<file path="config.mk">
export PLATFORM = sky130hd
export DESIGN_NAME = url_percent_decoder_top
export DESIGN_NICKNAME = d
export VERILOG_FILES = /design/src/rtl/core/upd_pkg.sv /design/src/rtl/core/url_percent_decoder_top.sv /design/src/rtl/core/upd_decode.sv /design/src/rtl/core/upd_outq.sv
export VERILOG_INCLUDE_DIRS = /design/src /design/src/rtl/core
export SDC_FILE = /design/constraint.sdc
export NUM_CORES = 1
export LEC_CHECK = 0
export BUFFER_PORTS_ARGS = -buffer_cell sky130_fd_sc_hd__clkbuf_2
export CAP_MARGIN = 20
export CORE_ASPECT_RATIO = 2
export CORE_UTILIZATION = 45
export CTS_CLUSTER_DIAMETER = 30
export DETAILED_ROUTE_END_ITERATION = 8
export PLACE_DENSITY = 0.65
export SYNTH_ARGS = -nofsm -noshare
export SYNTH_HDL_FRONTEND = slang
export SYNTH_SLANG_ARGS = --single-unit
</file>
<file path="constraint.sdc">
create_clock -name clk -period 12.86 [get_ports clk]
set_input_delay 3.858 -clock clk [delete_from_list [all_inputs] [get_ports clk]]
set_output_delay 3.858 -clock clk [all_outputs]
set_load 0.02 [all_outputs]
</file>
<file path="src/rtl/core/url_percent_decoder_top_defines.svh">
// Assertion macros shared by the decoder RTL.
// Each macro clocks on clk and is disabled while rst_n is low.
`ifndef URL_PERCENT_DECODER_TOP_DEFINES_SVH
`define URL_PERCENT_DECODER_TOP_DEFINES_SVH

`ifndef ASSERT_OFF

`define ASSERT_ALWAYS(lbl, cond, msg) \
    lbl: assert property (@(posedge clk) disable iff (!rst_n) (cond)) else $error(msg);

`define ASSERT_IMPLIES(lbl, ante, cons, msg) \
    lbl: assert property (@(posedge clk) disable iff (!rst_n) (ante) |-> (cons)) else $error(msg);

`define ASSERT_NEXT(lbl, ante, cons, msg) \
    lbl: assert property (@(posedge clk) disable iff (!rst_n) (ante) |=> (cons)) else $error(msg);

`else

`define ASSERT_ALWAYS(lbl, cond, msg)
`define ASSERT_IMPLIES(lbl, ante, cons, msg)
`define ASSERT_NEXT(lbl, ante, cons, msg)

`endif

`endif

</file>
<file path="src/rtl/core/upd_pkg.sv">
package upd_pkg;

    localparam int MAX_LEN   = 4096;
    localparam int CNT_W     = 13;
    localparam int Q_DEPTH   = 4;
    localparam int Q_PTR_W   = $clog2(Q_DEPTH);
    localparam int Q_CNT_W   = $clog2(Q_DEPTH + 1);
    localparam int MAX_BEATS = 3;

    localparam logic [7:0] CH_PERCENT = 8'h25;
    localparam logic [7:0] CH_PLUS    = 8'h2B;
    localparam logic [7:0] CH_SPACE   = 8'h20;

    localparam logic [CNT_W-1:0] BOUND_MAX = CNT_W'(MAX_LEN);
    localparam logic [CNT_W-1:0] CAP_RESET = CNT_W'(4096);

    typedef enum logic [1:0] {
        MODE_PLAIN = 2'd0,
        MODE_PCT   = 2'd1,
        MODE_DIGIT = 2'd2
    } mode_t;

    typedef struct packed {
        logic [7:0]       out_byte;
        logic             byte_valid;
        logic             run_last;
        logic             string_done;
        logic             overflow_error;
        logic [CNT_W-1:0] decoded_count;
    } res_t;

    typedef struct packed {
        logic [1:0]           n;
        res_t [MAX_BEATS-1:0] beat;
    } push_t;

    typedef struct packed {
        logic       ok;
        logic [3:0] val;
    } hex_t;

    function automatic hex_t hex_decode(input logic [7:0] ch);
        hex_t h;
        h.ok  = 1'b1;
        h.val = 4'd0;
        if (ch >= 8'h30 && ch <= 8'h39) begin
            h.val = ch[3:0];
        end
        else if ((ch >= 8'h61 && ch <= 8'h66) || (ch >= 8'h41 && ch <= 8'h46)) begin
            h.val = 4'(ch[2:0] + 3'd1) + 4'd8;
        end
        else begin
            h.ok = 1'b0;
        end
        return h;
    endfunction

endpackage

</file>
<file path="src/rtl/core/url_percent_decoder_top.sv">
// URL percent-escape decoder. One string byte enters per s_ beat (tlast marks the
// string's final byte); each byte yields zero to three m_ result beats, which leave
// through a four-entry result queue one per cycle while m_tready is high.
// Throughput is one input byte per cycle while each byte yields at most one
// result and m_tready stays high; a malformed escape that yields two or three
// results holds s_tready low while the queue drains, since a byte is taken only
// when the queue holds at most one beat. out_capacity (APB address 0, reset 4096)
// bounds the decoded bytes per string; the bound is min(out_capacity, 4096).
module url_percent_decoder_top
    import upd_pkg::*;
(
    input  logic        clk,
    input  logic        rst_n,
    // s_tdata: [7:0] in_byte
    input  logic        s_tvalid,
    output logic        s_tready,
    input  logic [7:0]  s_tdata,
    input  logic        s_tlast,
    // m_tdata: [7:0] out_byte, [20:8] decoded_count, [23:21] zero
    output logic        m_tvalid,
    input  logic        m_tready,
    output logic [23:0] m_tdata,
    output logic        m_tlast,
    // m_tuser: [0] byte_valid, [1] run_last, [2] overflow_error
    output logic [2:0]  m_tuser,
    input  logic        psel,
    input  logic        penable,
    input  logic        pwrite,
    input  logic [2:0]  paddr,
    input  logic [31:0] pwdata,
    output logic [31:0] prdata,
    output logic        pready
);

    logic [CNT_W-1:0] cap_reg;
    logic             accept;
    logic             room;
    push_t            push;
    res_t             head;

    assign pready = 1'b1;
    assign prdata = (paddr[2] == 1'b0) ? {{(32 - CNT_W){1'b0}}, cap_reg} : 32'd0;

    always_ff @(posedge clk or negedge rst_n)
    begin
        if (!rst_n)
        begin
            cap_reg <= CAP_RESET;
        end
        else if (psel && penable && pwrite && pready && paddr[2] == 1'b0)
        begin
            cap_reg <= pwdata[CNT_W-1:0];
        end
    end

    assign s_tready = room;
    assign accept   = s_tvalid && room;

    upd_decode u_decode (
        .clk      (clk),
        .rst_n    (rst_n),
        .accept   (accept),
        .in_byte  (s_tdata),
        .in_last  (s_tlast),
        .capacity (cap_reg),
        .push     (push)
    );

    upd_outq u_outq (
        .clk   (clk),
        .rst_n (rst_n),
        .push  (push),
        .room  (room),
        .valid (m_tvalid),
        .ready (m_tready),
        .head  (head)
    );

    assign m_tdata = {3'b000, head.decoded_count, head.out_byte};
    assign m_tlast = head.string_done;
    assign m_tuser = {head.overflow_error, head.run_last, head.byte_valid};

endmodule

</file>
<file path="src/rtl/core/upd_decode.sv">
`include "url_percent_decoder_top_defines.svh"

module upd_decode
    import upd_pkg::*;
(
    input  logic             clk,
    input  logic             rst_n,
    input  logic             accept,
    input  logic [7:0]       in_byte,
    input  logic             in_last,
    input  logic [CNT_W-1:0] capacity,
    output push_t            push
);

    mode_t            mode_reg, mode_next;
    logic [3:0]       fdv_reg, fdv_next;
    logic [7:0]       fdc_reg, fdc_next;
    logic [CNT_W-1:0] count_reg, count_next;
    logic             ovf_reg, ovf_next;

    hex_t             hx;
    logic [7:0]       pbyte [MAX_BEATS];
    logic [1:0]       pn;
    logic [CNT_W-1:0] bound, room, count_new;
    logic [1:0]       emit, nres;
    logic             ovf_new;

    assign hx = hex_decode(in_byte);

    // next state
    always_comb
    begin
        mode_next = mode_reg;
        fdv_next  = fdv_reg;
        fdc_next  = fdc_reg;
        if (accept)
        begin
            unique case (mode_reg)
                MODE_PCT:
                begin
                    if (hx.ok)
                    begin
                        mode_next = MODE_DIGIT;
                        fdv_next  = hx.val;
                        fdc_next  = in_byte;
                    end
                    else
                    begin
                        mode_next = MODE_PLAIN;
                    end
                end
                MODE_DIGIT: mode_next = MODE_PLAIN;
                default:    mode_next = (in_byte == CH_PERCENT) ? MODE_PCT : MODE_PLAIN;
            endcase
            if (in_last)
            begin
                mode_next = MODE_PLAIN;
                fdv_next  = 4'd0;
                fdc_next  = 8'd0;
            end
        end
    end

    // bytes this beat would emit before the capacity check
    always_comb
    begin
        pbyte[0] = 8'd0;
        pbyte[1] = 8'd0;
        pbyte[2] = 8'd0;
        pn       = 2'd0;
        unique case (mode_reg)
            MODE_PCT:
            begin
                if (!hx.ok)
                begin
                    pbyte[0] = CH_PERCENT;
                    pbyte[1] = in_byte;
                    pn       = 2'd2;
                end
            end
            MODE_DIGIT:
            begin
                if (hx.ok)
                begin
                    pbyte[0] = {fdv_reg, hx.val};
                    pn       = 2'd1;
                end
                else
                begin
                    pbyte[0] = CH_PERCENT;
                    pbyte[1] = fdc_reg;
                    pbyte[2] = in_byte;
                    pn       = 2'd3;
                end
            end
            default:
            begin
                if (in_byte == CH_PLUS)
                begin
                    pbyte[0] = CH_SPACE;
                    pn       = 2'd1;
                end
                else if (in_byte != CH_PERCENT)
                begin
                    pbyte[0] = in_byte;
                    pn       = 2'd1;
                end
            end
        endcase
    end

    // capacity accounting; count may sit above a lowered bound mid-string
    always_comb
    begin
        bound = (capacity > BOUND_MAX) ? BOUND_MAX : capacity;
        room  = (count_reg >= bound) ? '0 : bound - count_reg;
        if (ovf_reg)
        begin
            emit    = 2'd0;
            ovf_new = 1'b1;
        end
        else if (CNT_W'(pn) <= room)
        begin
            emit    = pn;
            ovf_new = 1'b0;
        end
        else
        begin
            emit    = room[1:0];
            ovf_new = 1'b1;
        end
        count_new = count_reg + CNT_W'(emit);
        nres      = (emit == 2'd0 && in_last) ? 2'd1 : emit;
    end

    always_comb
    begin
        push.n = accept ? nres : 2'd0;
        for (int k = 0; k < MAX_BEATS; k++)
        begin
            logic is_end;
            is_end = (2'(k) == nres - 2'd1);
            push.beat[k].out_byte       = (2'(k) < emit) ? pbyte[k] : 8'd0;
            push.beat[k].byte_valid     = (2'(k) < emit);
            push.beat[k].run_last       = is_end;
            push.beat[k].string_done    = is_end && in_last;
            push.beat[k].overflow_error = is_end && in_last && ovf_new;
            push.beat[k].decoded_count  = (is_end && in_last) ? count_new : '0;
        end
    end

    always_comb
    begin
        count_next = count_reg;
        ovf_next   = ovf_reg;
        if (accept)
        begin
            count_next = in_last ? '0 : count_new;
            ovf_next   = in_last ? 1'b0 : ovf_new;
        end
    end

    always_ff @(posedge clk or negedge rst_n)
    begin
        if (!rst_n)
        begin
            mode_reg  <= MODE_PLAIN;
            fdv_reg   <= 4'd0;
            fdc_reg   <= 8'd0;
            count_reg <= '0;
            ovf_reg   <= 1'b0;
        end
        else
        begin
            mode_reg  <= mode_next;
            fdv_reg   <= fdv_next;
            fdc_reg   <= fdc_next;
            count_reg <= count_next;
            ovf_reg   <= ovf_next;
        end
    end

    `ASSERT_NEXT(a_end_clears, accept && in_last, count_reg == '0 && !ovf_reg && mode_reg == MODE_PLAIN, "string end did not clear decoder state")
    `ASSERT_IMPLIES(a_ovf_no_data, accept && ovf_reg, !push.beat[0].byte_valid, "data emitted after overflow")

endmodule

</file>
<file path="src/rtl/core/upd_outq.sv">
`include "url_percent_decoder_top_defines.svh"

module upd_outq
    import upd_pkg::*;
(
    input  logic  clk,
    input  logic  rst_n,
    input  push_t push,
    output logic  room,
    output logic  valid,
    input  logic  ready,
    output res_t  head
);

    res_t               mem_reg [Q_DEPTH];
    logic [Q_PTR_W-1:0] wr_ptr_reg, wr_ptr_next;
    logic [Q_PTR_W-1:0] rd_ptr_reg, rd_ptr_next;
    logic [Q_CNT_W-1:0] count_reg, count_next;
    logic               pop;

    // one input beat can add up to three result beats
    assign room  = (count_reg <= Q_CNT_W'(Q_DEPTH - MAX_BEATS));
    assign valid = (count_reg != '0);
    assign head  = mem_reg[rd_ptr_reg];
    assign pop   = valid && ready;

    always_comb
    begin
        wr_ptr_next = wr_ptr_reg + Q_PTR_W'(push.n);
        rd_ptr_next = rd_ptr_reg + Q_PTR_W'(pop);
        count_next  = count_reg + Q_CNT_W'(push.n) - Q_CNT_W'(pop);
    end

    always_ff @(posedge clk)
    begin
        for (int k = 0; k < MAX_BEATS; k++)
        begin
            if (2'(k) < push.n)
            begin
                mem_reg[wr_ptr_reg + Q_PTR_W'(k)] <= push.beat[k];
            end
        end
    end

    always_ff @(posedge clk or negedge rst_n)
    begin
        if (!rst_n)
        begin
            wr_ptr_reg <= '0;
            rd_ptr_reg <= '0;
            count_reg  <= '0;
        end
        else
        begin
            wr_ptr_reg <= wr_ptr_next;
            rd_ptr_reg <= rd_ptr_next;
            count_reg  <= count_next;
        end
    end

    `ASSERT_ALWAYS(a_q_bound, count_reg <= Q_CNT_W'(Q_DEPTH), "result queue overfilled")
    `ASSERT_IMPLIES(a_q_fit, push.n != 2'd0, count_reg + Q_CNT_W'(push.n) <= Q_CNT_W'(Q_DEPTH), "push does not fit queue")
    `ASSERT_IMPLIES(a_q_ptrs, count_reg == '0 || count_reg == Q_CNT_W'(Q_DEPTH), wr_ptr_reg == rd_ptr_reg, "queue pointers out of step with count")

endmodule

</file>
==> key figures, run 1 <==
Die
  – Starting Density: 45.94%
  – Die Wd: 105.4 µm
  – Core area: 0.02093 mm²
  – Die Y: around 210 µm
  – IO Pins: 114
  – Site Rows: 75
  – Die area: 0.02199 mm²

Synthesis
  – Cell taking the most area after synthesis: edfxtp_1
  – EDFF count, synth: 100
  – Synth unique cells: 79
  – Sequential area share after synthesis: 43.75%
  – Synth Register Bits: 148
  – Cell Area, Synth: 0.009613 mm²
  – Gate Count Post-Synth: 937
  – Commonest cells in the netlist: 102 x nand2_1, 100 x edfxtp_1, 65 x o21ai_0
  – Top-area cell type share of the netlist area: between 30% and 40%
  – Synth top area cells: edfxtp_1 31%, dfrtp_1 12%, mux4_2 5.9%
  – Leading register cell type out of synthesis: edfxtp_1
  – Cell with the most instances after synthesis: nand2_1
  – Yosys warnings: 0
  – Syn_area_per_cell: between 10 and 15 µm²
  – Async SR Flop Fraction: around 32%

STA
  – WHS: 0.5025 ns
  – Final setup fails: 0
  – Final min period: 10.26 ns
  – Clk_skew: 0.007421 ns
  – Final hold vios: 0
  – Setup repair after global routing missed its margin: no
  – Headroom to the max-slew limit: 27.45%
  – Fmax: 0.09745 GHz
  – Final worst path period share: between 70% and 80%
  – Setup TNS: 0 ns
  – Fin. max-slew vios: 0
  – Worst-Margin Slew: 1.085 ns

Global routing
  – Initial antenna violation count: 0
  – Vias in the first global route: 7345
  – GR Overflow Total: 0
  – Largest net degree at the start of global routing: 57
  – Gr usage total: between 20 and 25%
  – First-pass GRT wire length: 37640 µm

Clock network
  – Clock root buffer: clkbuf_16
  – Clock Pin Slew Worst Setup and Hold Paths: 0.06 ns
  – H-tree levels: 4
  – Clk sink count: 148
  – CTS Buffer Depth: 2
  – Hold Buf Count CTS: 0
  – Post-CTS setup buffers: 0
  – Clock latency on the worst-skew pair: 0.44 ns
  – TritonCTS Buffers: 17
  – CTS tree: yes
  – # resized after CTS: 0

Detailed routing
  – Drt via density: a little under 6
  – DRT iter0 DRCs: 404
  – DRT Pass-1 Iters: 5
  – Final ANT Viol Nets: 0
  – DRC: 0
  – Vias: between 7000 and 8000
  – Final wirelength: between 20000 and 25000 µm
  – Drt wl/cell: 18.69 µm

Critical path
  – Worst setup startpoint: s_tdata[4]
  – CP max FO: 47
  – CP Capture Type: flop
  – Reg-to-reg startpoint: cap_reg[12]$_DFFE_PN1P_
  – Critical R2R Capture: u_outq.mem_reg[0][12]$_DFFE_PP_
  – CP endpoint: u_outq.mem_reg[0][12]$_DFFE_PP_
  – CP Class: in -> reg
  – Reg2reg path depth: 26
  – Reg2reg setup slack: 5.31 ns
  – Critical path arrival: 10.43 ns
  – Critical Path RT: 13.03 ns
  – Crit start category: primary input

Outcome
  – Status: finished, final reports clean

Layout
  – Synth-to-Final Area Change: 10.61%
  – N_diodes: 0
  – Layout cell share with drive strength beyond 1: 19.25%
  – Number of flip-flops in the largest register: 100
  – Post-layout nets: 1060

Power and ir drop
  – Sequential Power Share: a little under a third
  – Leak: ~4 nW
  – Combinational share of power: 46.2%
  – Switching fraction of total power: a little over 40%
  – Int Pwr: ~1.3 mW
  – Clock group share of total power: 22.9%
  – Switching power: 859.0 µW
  – Power Density: 199.6 mW/mm²
  – Peak VDD IR: 0.08904 mV

Flow run
  – Maxcap violations: 0

Placed design
  – DP HPWL: 16920 µm
  – Placer Congestion: 0.8434
  – Buffers on Ports: 69

Min path
  – Hold Path Class: reg -> reg
[critical path, cell delays in order]
cell       delay [ns]
clkbuf_2         0.16
or4b_2           0.71
nor3_1           0.45
nand2_1          0.17
o21ai_0          0.18
ha_1             0.29
nand2_1          0.08
o211ai_1         0.14
nand4b_1         0.29
a2111oi_4        0.42
nand4b_4         0.18
nor2_4           0.31
mux2_4           0.51
inv_4            0.50
fa_1             0.36
nand3_1          0.20
nor4_1           0.60
and3_1           0.34
and3_1           0.24
xnor2_1          0.15
nor2b_1          0.09
nand2_1          0.08
o21ai_0          0.09
[layout by cell type (no fill, tap or decap), drive strengths merged, types with 11 or more instances in the layout]
master and count:
mux4 25, nor2 60, xnor2 16, nand2 102
inv 46, clkbuf 86, o21ai 65, nand3 30
buf 16, nor2b 41, edfxtp 100, conb 23
o211ai 13, a22oi 17, o22ai 12, nand2b 16
ha 27, dfrtp 47, nor3 23, a21oi 35
a221o 13, a31oi 15, and3 18, mux2 17
mux2i 12, a22o 11
[per-layer routing]
layer | part of all wire [%] | track usage [%] | vias to the layer above
li1 | - | - | 3518
met1 | 37 | 22.66 | 3590
met5 | 0 | 0 | -
met2 | 56 | 42.56 | 251
met3 | 3.9 | 3.587 | 64
met4 | 3.5 | 12.19 | 0
[power groups by stage]
stage	Combinational (mW)	Sequential (mW)	Clock [mW]
after floorplan	0.765	0.647	0
after global placement	0.960	0.664	0
after detailed placement	0.973	0.667	0
after CTS	0.977	0.657	0.492
after global routing	1.07	0.666	0.506
final	0.980	0.657	0.486
[final cells by class]
type,instances,area (µm²)
clock buffers,17,425.4
clock inverters,15,146.4
fillers,1907,10290
inverters,40,152.6
multi-input cells,687,4897
flip-flops and latches,148,4205
well taps,269,336.6
repair buffers,85,469.2
[kinds of logic (layout without fill, tap and decap cells)]
| group | count (synthesis) | count (layout) | share of synthesized area, % |
|---|---|---|---|
| other cells | 2 | 23 | 0.07812 |
| buf+inv | 123 | 157 | 6.495 |
| mux | 54 | 54 | 9.436 |
| xor+xnor | 19 | 19 | 1.809 |
| fa+ha+maj | 30 | 30 | 4.139 |
| flops | 148 | 148 | 43.75 |
| compound gates | 232 | 232 | 16.66 |
| simple gates | 329 | 329 | 17.64 |
[worst min path at each step]
| stage | from | endpoint | slack [ns] | cells past startpoint |
|---|---|---|---|---|
| 2_1_floorplan | u_outq.count_reg[2]$_DFF_PN0_ | u_outq.count_reg[2]$_DFF_PN0_ | 0.45 | 1 |
| 3_3_place_gp | u_decode.fdv_reg[3]$_DFFE_PN0P_ | u_decode.fdv_reg[3]$_DFFE_PN0P_ | 0.47 | 2 |
| 3_5_place_dp | u_decode.fdv_reg[1]$_DFFE_PN0P_ | u_decode.fdv_reg[1]$_DFFE_PN0P_ | 0.49 | 1 |
| 4_1_cts | u_decode.fdv_reg[3]$_DFFE_PN0P_ | u_decode.fdv_reg[3]$_DFFE_PN0P_ | 0.50 | 2 |
| 5_1_grt | u_decode.fdv_reg[1]$_DFFE_PN0P_ | u_decode.fdv_reg[1]$_DFFE_PN0P_ | 0.52 | 1 |
| 6_report | u_decode.ovf_reg$_DFFE_PN0P_ | u_decode.ovf_reg$_DFFE_PN0P_ | 0.50 | 2 |
[through the flow]
| step | setup slack, ns | cells | total power, mW | area, µm² | utilization [%] |
|---|---|---|---|---|---|
| after global routing | 2.178 | 1261 | 2.236 | 10630 | 50.81 |
| after floorplan | 3.391 | 958 | 1.412 | 9692 | - |
| after global placement | 2.175 | 1228 | 1.625 | 10050 | 48.02 |
| after CTS | 2.582 | 1260 | 2.126 | 10620 | 50.76 |
| after detailed placement | 2.123 | 1228 | 1.640 | 10050 | 48.02 |
| final | 2.598 | 1261 | 2.122 | 10630 | 50.81 |
Power figures use the tool's default switching activity.
==> inputs of run 2 (changes only) <==
--- a/config.mk
+++ b/config.mk
@@ -12,7 +12,7 @@
 export CORE_UTILIZATION = 45
 export CTS_CLUSTER_DIAMETER = 30
 export DETAILED_ROUTE_END_ITERATION = 8
-export PLACE_DENSITY = 0.65
+export PLACE_DENSITY = 0.68
 export SYNTH_ARGS = -nofsm -noshare
 export SYNTH_HDL_FRONTEND = slang
 export SYNTH_SLANG_ARGS = --single-unit
==> constraint.sdc (replaced) <==
create_clock -name clk -period 9 [get_ports clk]
set_input_delay 2.7 -clock clk [delete_from_list [all_inputs] [get_ports clk]]
set_output_delay 2.7 -clock clk [all_outputs]
set_load 0.02 [all_outputs]
==> key figures, run 2 (synthesis gave the netlist of run 1 again) <==
Power and ir drop
  – Leak: 4.063 nW
  – Power Density: ~290 mW/mm²
  – Peak VDD IR: 0.1453 mV

Critical path
  – Critical R2R Capture: u_outq.mem_reg[0][12]$_DFFE_PP_
  – CP max FO: 17
  – Crit start category: primary input
  – CP Capture Type: flop
  – CP Class: in -> reg
  – Critical path arrival: 8.35 ns
  – Critical Path RT: approximately 9 ns
  – Reg2reg setup slack: about 2.4 ns
  – Reg-to-reg startpoint: cap_reg[12]$_DFFE_PN1P_
  – Reg2reg path depth: 27

Die
  – Starting Density: 45.94%
  – Die Wd: around 110 µm
  – Site Rows: 75
  – Die area: 0.02199 mm²
  – Die Y: 208.7 µm
  – IO Pins: 114
  – Core area: 0.02093 mm²

Outcome
  – Status: finished, final reports clean

Layout
  – Final Non-Filler Cells: 1268
  – N_diodes: 0
  – Most common cell after layout, fill and taps aside: nand2_1
  – Fill cells: 1923
  – Most frequent cells in the layout: 102 x nand2_1, 100 x edfxtp_1, 69 x clkbuf_2, 65 x o21ai_0, 49 x nor2_1
  – Sequential cell area: 0.004205 mm²
  – Synth-to-Final Area Change: 11.09%
  – Number of flip-flops in the largest register: 100
  – Area taken by multi-input logic gates: slightly below 0.005 mm²
  – Fin area: 0.01068 mm²
  – Post-layout nets: approximately 1100
  – Layout cell share with drive strength beyond 1: 19.72%

Placed design
  – Cells after DPL: 1237
  – DP HPWL: 16830 µm
  – Post-placement cell area: 0.01010 mm²
  – Placer Congestion: 0.9075
  – Buffers on Ports: between 60 and 70

STA
  – WHS: around 0.48 ns
  – Worst-Margin Slew: about 0.88 ns
  – Setup repair after global routing missed its margin: no
  – Final min period: just over 8 ns
  – Headroom to the max-slew limit: 40.70%
  – Final worst path period share: 90.76%
  – Final hold vios: 0
  – Setup TNS: 0 ns
  – Fmax: around 0.12 GHz
  – Fin. max-slew vios: 0
  – Final setup fails: 0
  – Clk_skew: 0.009025 ns

Global routing
  – Vias in the first global route: about 7500
  – First-pass GRT wire length: 38230 µm
  – Largest net degree at the start of global routing: between 50 and 60
  – Initial antenna violation count: 0
  – Gr usage total: 22.52%
  – GR Overflow Total: 0

Detailed routing
  – DRC: 0
  – Drt wl/cell: 18.73 µm
  – Final ANT Viol Nets: 0
  – Drt via density: 5.979
  – DRT iter0 DRCs: 622
  – DRT Pass-1 Iters: 5
  – Final wirelength: approximately 24000 µm
  – Vias: 7582

Clock network
  – Clock Pin Slew Worst Setup and Hold Paths: 0.06 ns
  – TritonCTS Buffers: 17
  – Clock root buffer: clkbuf_16
  – Clk sink count: approximately 150
  – H-tree levels: 4
  – Hold Buf Count CTS: 0
  – CTS tree: yes
  – CTS Buffer Depth: 2
  – Post-CTS setup buffers: 0
  – Clock latency on the worst-skew pair: between 0.4 and 0.5 ns
  – # resized after CTS: 0

Min path
  – Min-Delay Startpoint: u_outq.count_reg[2]$_DFF_PN0_
  – Worst hold path cell count: 1
  – Hold Path Class: reg -> reg
  – Hold path endpoint: u_outq.count_reg[2]$_DFF_PN0_

Flow run
  – Maxcap violations: 0
## run 2: changes by cell type in the layout (fill, tap and decap cells not counted), sizes merged
| cell | before | now |
|---|---|---|
| bufinv | 1 | 2 |
| inv | 46 | 45 |
| clkinv | 4 | 0 |
| clkbuf | 86 | 88 |
| buf | 16 | 24 |
| clkinvlp | 4 | 5 |
## run 2: layer usage
metal | track usage, % | vias to the layer above | part of all wire [%]
met5 | 0 | - | 0
met4 | 13.94 | 0 | 4.4
met3 | 3.805 | 87 | 5.4
met2 | 40.49 | 328 | 54
met1 | 24.21 | 3629 | 37
li1 | - | 3538 | -
## run 2: cell type report
cell class	instances	area share, %
inverters	40	1.429
clock buffers	19	4.054
repair buffers	93	4.921
clock inverters	12	1.347
flip-flops and latches	148	39.38
multi-input cells	687	45.72
well taps	269	3.152
## run 2: how the worst max path moves through the flow
stage | start | endpoint | cells past startpoint
6_report | s_tdata[4] | u_outq.mem_reg[0][12]$_DFFE_PP_ | 24
5_1_grt | s_tdata[4] | u_outq.mem_reg[0][12]$_DFFE_PP_ | 24
4_1_cts | s_tdata[4] | u_outq.mem_reg[0][12]$_DFFE_PP_ | 24
3_5_place_dp | s_tdata[4] | u_outq.mem_reg[0][12]$_DFFE_PP_ | 24
3_3_place_gp | s_tdata[4] | u_outq.mem_reg[0][12]$_DFFE_PP_ | 24
2_1_floorplan | s_tdata[0] | u_outq.mem_reg[0][12]$_DFFE_PP_ | 26
## run 2: stage by stage
step / power (mW) / util, % / setup WS, ns
4_1_cts: 3.062 / 51.03 / 0.8911
3_3_place_gp: 2.319 / 48.28 / 0.5094
5_1_grt: 3.228 / 51.03 / 0.5040
3_5_place_dp: 2.350 / 48.28 / 0.4287
6_report: 3.047 / 51.03 / 0.8313
2_1_floorplan: 2.017 / - / 0.6889
## run 2: worst max-delay path: stages
cell and delay, ns:
clkbuf_2 0.16, or4b_2 0.70, nor3_1 0.44, nand2_1 0.17, o21ai_0 0.18, ha_1 0.28
nand2_1 0.08, o211ai_1 0.17, nand4b_1 0.31, a2111oi_4 0.42, nand4b_4 0.19, nor2_4 0.16
mux2_4 0.33, inv_4 0.19, fa_1 0.28, nand3_1 0.18, nor4_1 0.33, buf_4 0.19
and3_1 0.23, and3_1 0.24, xnor2_1 0.16, nor2b_1 0.10, nand2_1 0.08, o21ai_0 0.08
## run 2: power breakdown
group	switching, mW	total, mW	leakage [nW]	internal [mW]
clock network	0.297	0.708	0.265	0.411
logic	0.852	1.39	2.28	0.538
registers	0.0698	0.949	1.51	0.879
==> inputs of run 3 (changes only) <==
--- a/config.mk
+++ b/config.mk
@@ -6,7 +6,7 @@
 export SDC_FILE = /design/constraint.sdc
 export NUM_CORES = 1
 export LEC_CHECK = 0
-export BUFFER_PORTS_ARGS = -buffer_cell sky130_fd_sc_hd__clkbuf_2
+export BUFFER_PORTS_ARGS = -buffer_cell sky130_fd_sc_hd__buf_2
 export CAP_MARGIN = 20
 export CORE_ASPECT_RATIO = 2
 export CORE_UTILIZATION = 45
==> key figures, run 3 (synthesis gave the netlist of run 1 again) <==
Min path
  – Hold Path Class: reg -> reg
  – Min-Delay Startpoint: u_outq.count_reg[2]$_DFF_PN0_

Critical path
  – Reg-to-reg startpoint: cap_reg[12]$_DFFE_PN1P_
  – CP Capture Type: flop
  – CP Class: in -> reg
  – Crit start category: primary input
  – Worst setup startpoint: s_tdata[4]
  – Critical path arrival: ~8.3 ns
  – CP max FO: 17
  – Critical Path RT: roughly 9.2 ns

Clock network
  – TritonCTS Buffers: 17
  – CTS Buffer Depth: 2
  – Hold Buf Count CTS: 0
  – Clock latency on the worst-skew pair: 0.44 ns
  – Post-CTS setup buffers: 0
  – Clock Pin Slew Worst Setup and Hold Paths: 0.06 ns
  – Clk sink count: ~150
  – CTS tree: yes
  – Clock root buffer: clkbuf_16
  – H-tree levels: 4
  – # resized after CTS: 0

Global routing
  – Vias in the first global route: 7425
  – First-pass GRT wire length: 37760 µm
  – GR Overflow Total: 0
  – Initial antenna violation count: 0
  – Largest net degree at the start of global routing: 57
  – Gr usage total: 22.31%

Detailed routing
  – Final ANT Viol Nets: 0
  – Final wirelength: 23470 µm
  – Vias: between 7000 and 8000
  – Drt via density: 5.942
  – DRC: 0
  – Drt wl/cell: approximately 19 µm
  – DRT Pass-1 Iters: 5
  – DRT iter0 DRCs: 538

STA
  – WHS: 0.4790 ns
  – Final hold vios: 0
  – Setup TNS: 0 ns
  – Worst-Margin Slew: roughly 0.95 ns
  – Final min period: 8.142 ns
  – Setup repair after global routing missed its margin: no
  – Final worst path period share: 90.47%
  – Headroom to the max-slew limit: 36.83%
  – Final setup fails: 0
  – Clk_skew: 0.01018 ns
  – Fmax: between 0.1 and 0.15 GHz
  – Fin. max-slew vios: 0

Power and ir drop
  – Leak: 4.097 nW
  – Power Density: 289.8 mW/mm²
  – Peak VDD IR: 0.1565 mV

Flow run
  – Maxcap violations: 0

Die
  – Site Rows: 75
  – Die area: 0.02199 mm²
  – Die Wd: 105.4 µm
  – Die Y: ~210 µm
  – IO Pins: ~110
  – Core area: 0.02093 mm²
  – Starting Density: around 46%

Layout
  – N_diodes: 0
  – Most common cell after layout, fill and taps aside: nand2_1
  – Synth-to-Final Area Change: 11.71%
  – Most frequent cells in the layout: 102 x nand2_1, 100 x edfxtp_1, 69 x buf_2, 65 x o21ai_0, 49 x nor2_1
  – Layout cell share with drive strength beyond 1: 19.84%
  – Number of flip-flops in the largest register: 100
  – Post-layout nets: 1067

Outcome
  – Status: finished, final reports clean

Placed design
  – Placer Congestion: 0.8995
  – DP HPWL: 16780 µm
  – Buffers on Ports: 69
run 3: cell types whose count changed in the layout (fill, tap and decap cells not counted), sizes merged:
cell      previous run  this run
buf                 24        92
bufinv               2         4
clkinv               0         3
clkbuf              88        17
clkinvlp             5         1
inv                 45        46
run 3: final timing paths:
| kind | cells after the start | slack, ns | end |
|---|---|---|---|
| min in group asynchronous | 2 | 2.36 | u_decode.fdc_reg[5]$_DFFE_PN0P_ |
| hold / removal | 1 | 0.48 | u_outq.count_reg[2]$_DFF_PN0_ |
| setup / recovery | 24 | 0.86 | u_outq.mem_reg[0][12]$_DFFE_PP_ |
| max in group asynchronous | 2 | 6.18 | u_decode.count_reg[11]$_DFFE_PN0P_ |
| setup reg to reg | 27 | 2.40 | u_outq.mem_reg[0][12]$_DFFE_PP_ |
| hold reg to reg | 1 | 0.48 | u_outq.count_reg[2]$_DFF_PN0_ |
run 3: metrics by stage:
| step | power, mW | util [%] | cells | area, µm² | setup WS (ns) |
|---|---|---|---|---|---|
| after floorplan | 2.017 | - | 958 | 9692 | 0.6889 |
| after global placement | 2.321 | 48.24 | 1236 | 10090 | 0.4269 |
| after detailed placement | 2.348 | 48.24 | 1236 | 10090 | 0.4089 |
| after CTS | 3.125 | 51.32 | 1267 | 10740 | 0.8650 |
| after global routing | 3.290 | 51.32 | 1267 | 10740 | 0.3907 |
| final | 3.113 | 51.32 | 1267 | 10740 | 0.8576 |
run 3: routing by layer:
metal | part of all wire (%) | global-route usage [%] | up-vias | wire length (µm)
met1 | 37 | 23.81 | 3586 | 8617
met2 | 53 | 39.81 | 336 | 12540
met5 | 0 | 0 | - | 0
li1 | - | - | 3527 | -
met3 | 5.5 | 4.273 | 79 | 1288
met4 | 4.4 | 14.04 | 0 | 1032
run 3: final cells by class:
| cell class | instances | area (µm²) |
|---|---|---|
| clock buffers | 17 | 425.4 |
| clock inverters | 14 | 219.0 |
| fillers | 1917 | 10190 |
| inverters | 40 | 152.6 |
| multi-input cells | 687 | 4882 |
| flip-flops and latches | 148 | 4205 |
| well taps | 269 | 336.6 |
| repair buffers | 92 | 518.0 |
run 3: worst max-delay path: stages:
cell and delay [ns]:
buf_2 0.16, or4b_2 0.69, nor3_1 0.48, nand2_1 0.18, o21ai_0 0.18, ha_1 0.28
nand2_1 0.08, o211ai_1 0.14, nand4b_1 0.30, a2111oi_4 0.42, nand4b_4 0.18, nor2_4 0.15
mux2_4 0.33, inv_4 0.19, fa_1 0.27, nand3_1 0.18, nor4_1 0.30, buf_4 0.18
and3_1 0.23, and3_1 0.23, xnor2_1 0.16, nor2b_1 0.11, nand2_1 0.09, o21ai_0 0.08
run 3: power breakdown:
group          switching [mW]  internal (mW)
Clock                   0.308          0.472
Sequential             0.0744          0.878
Combinational           0.839          0.541
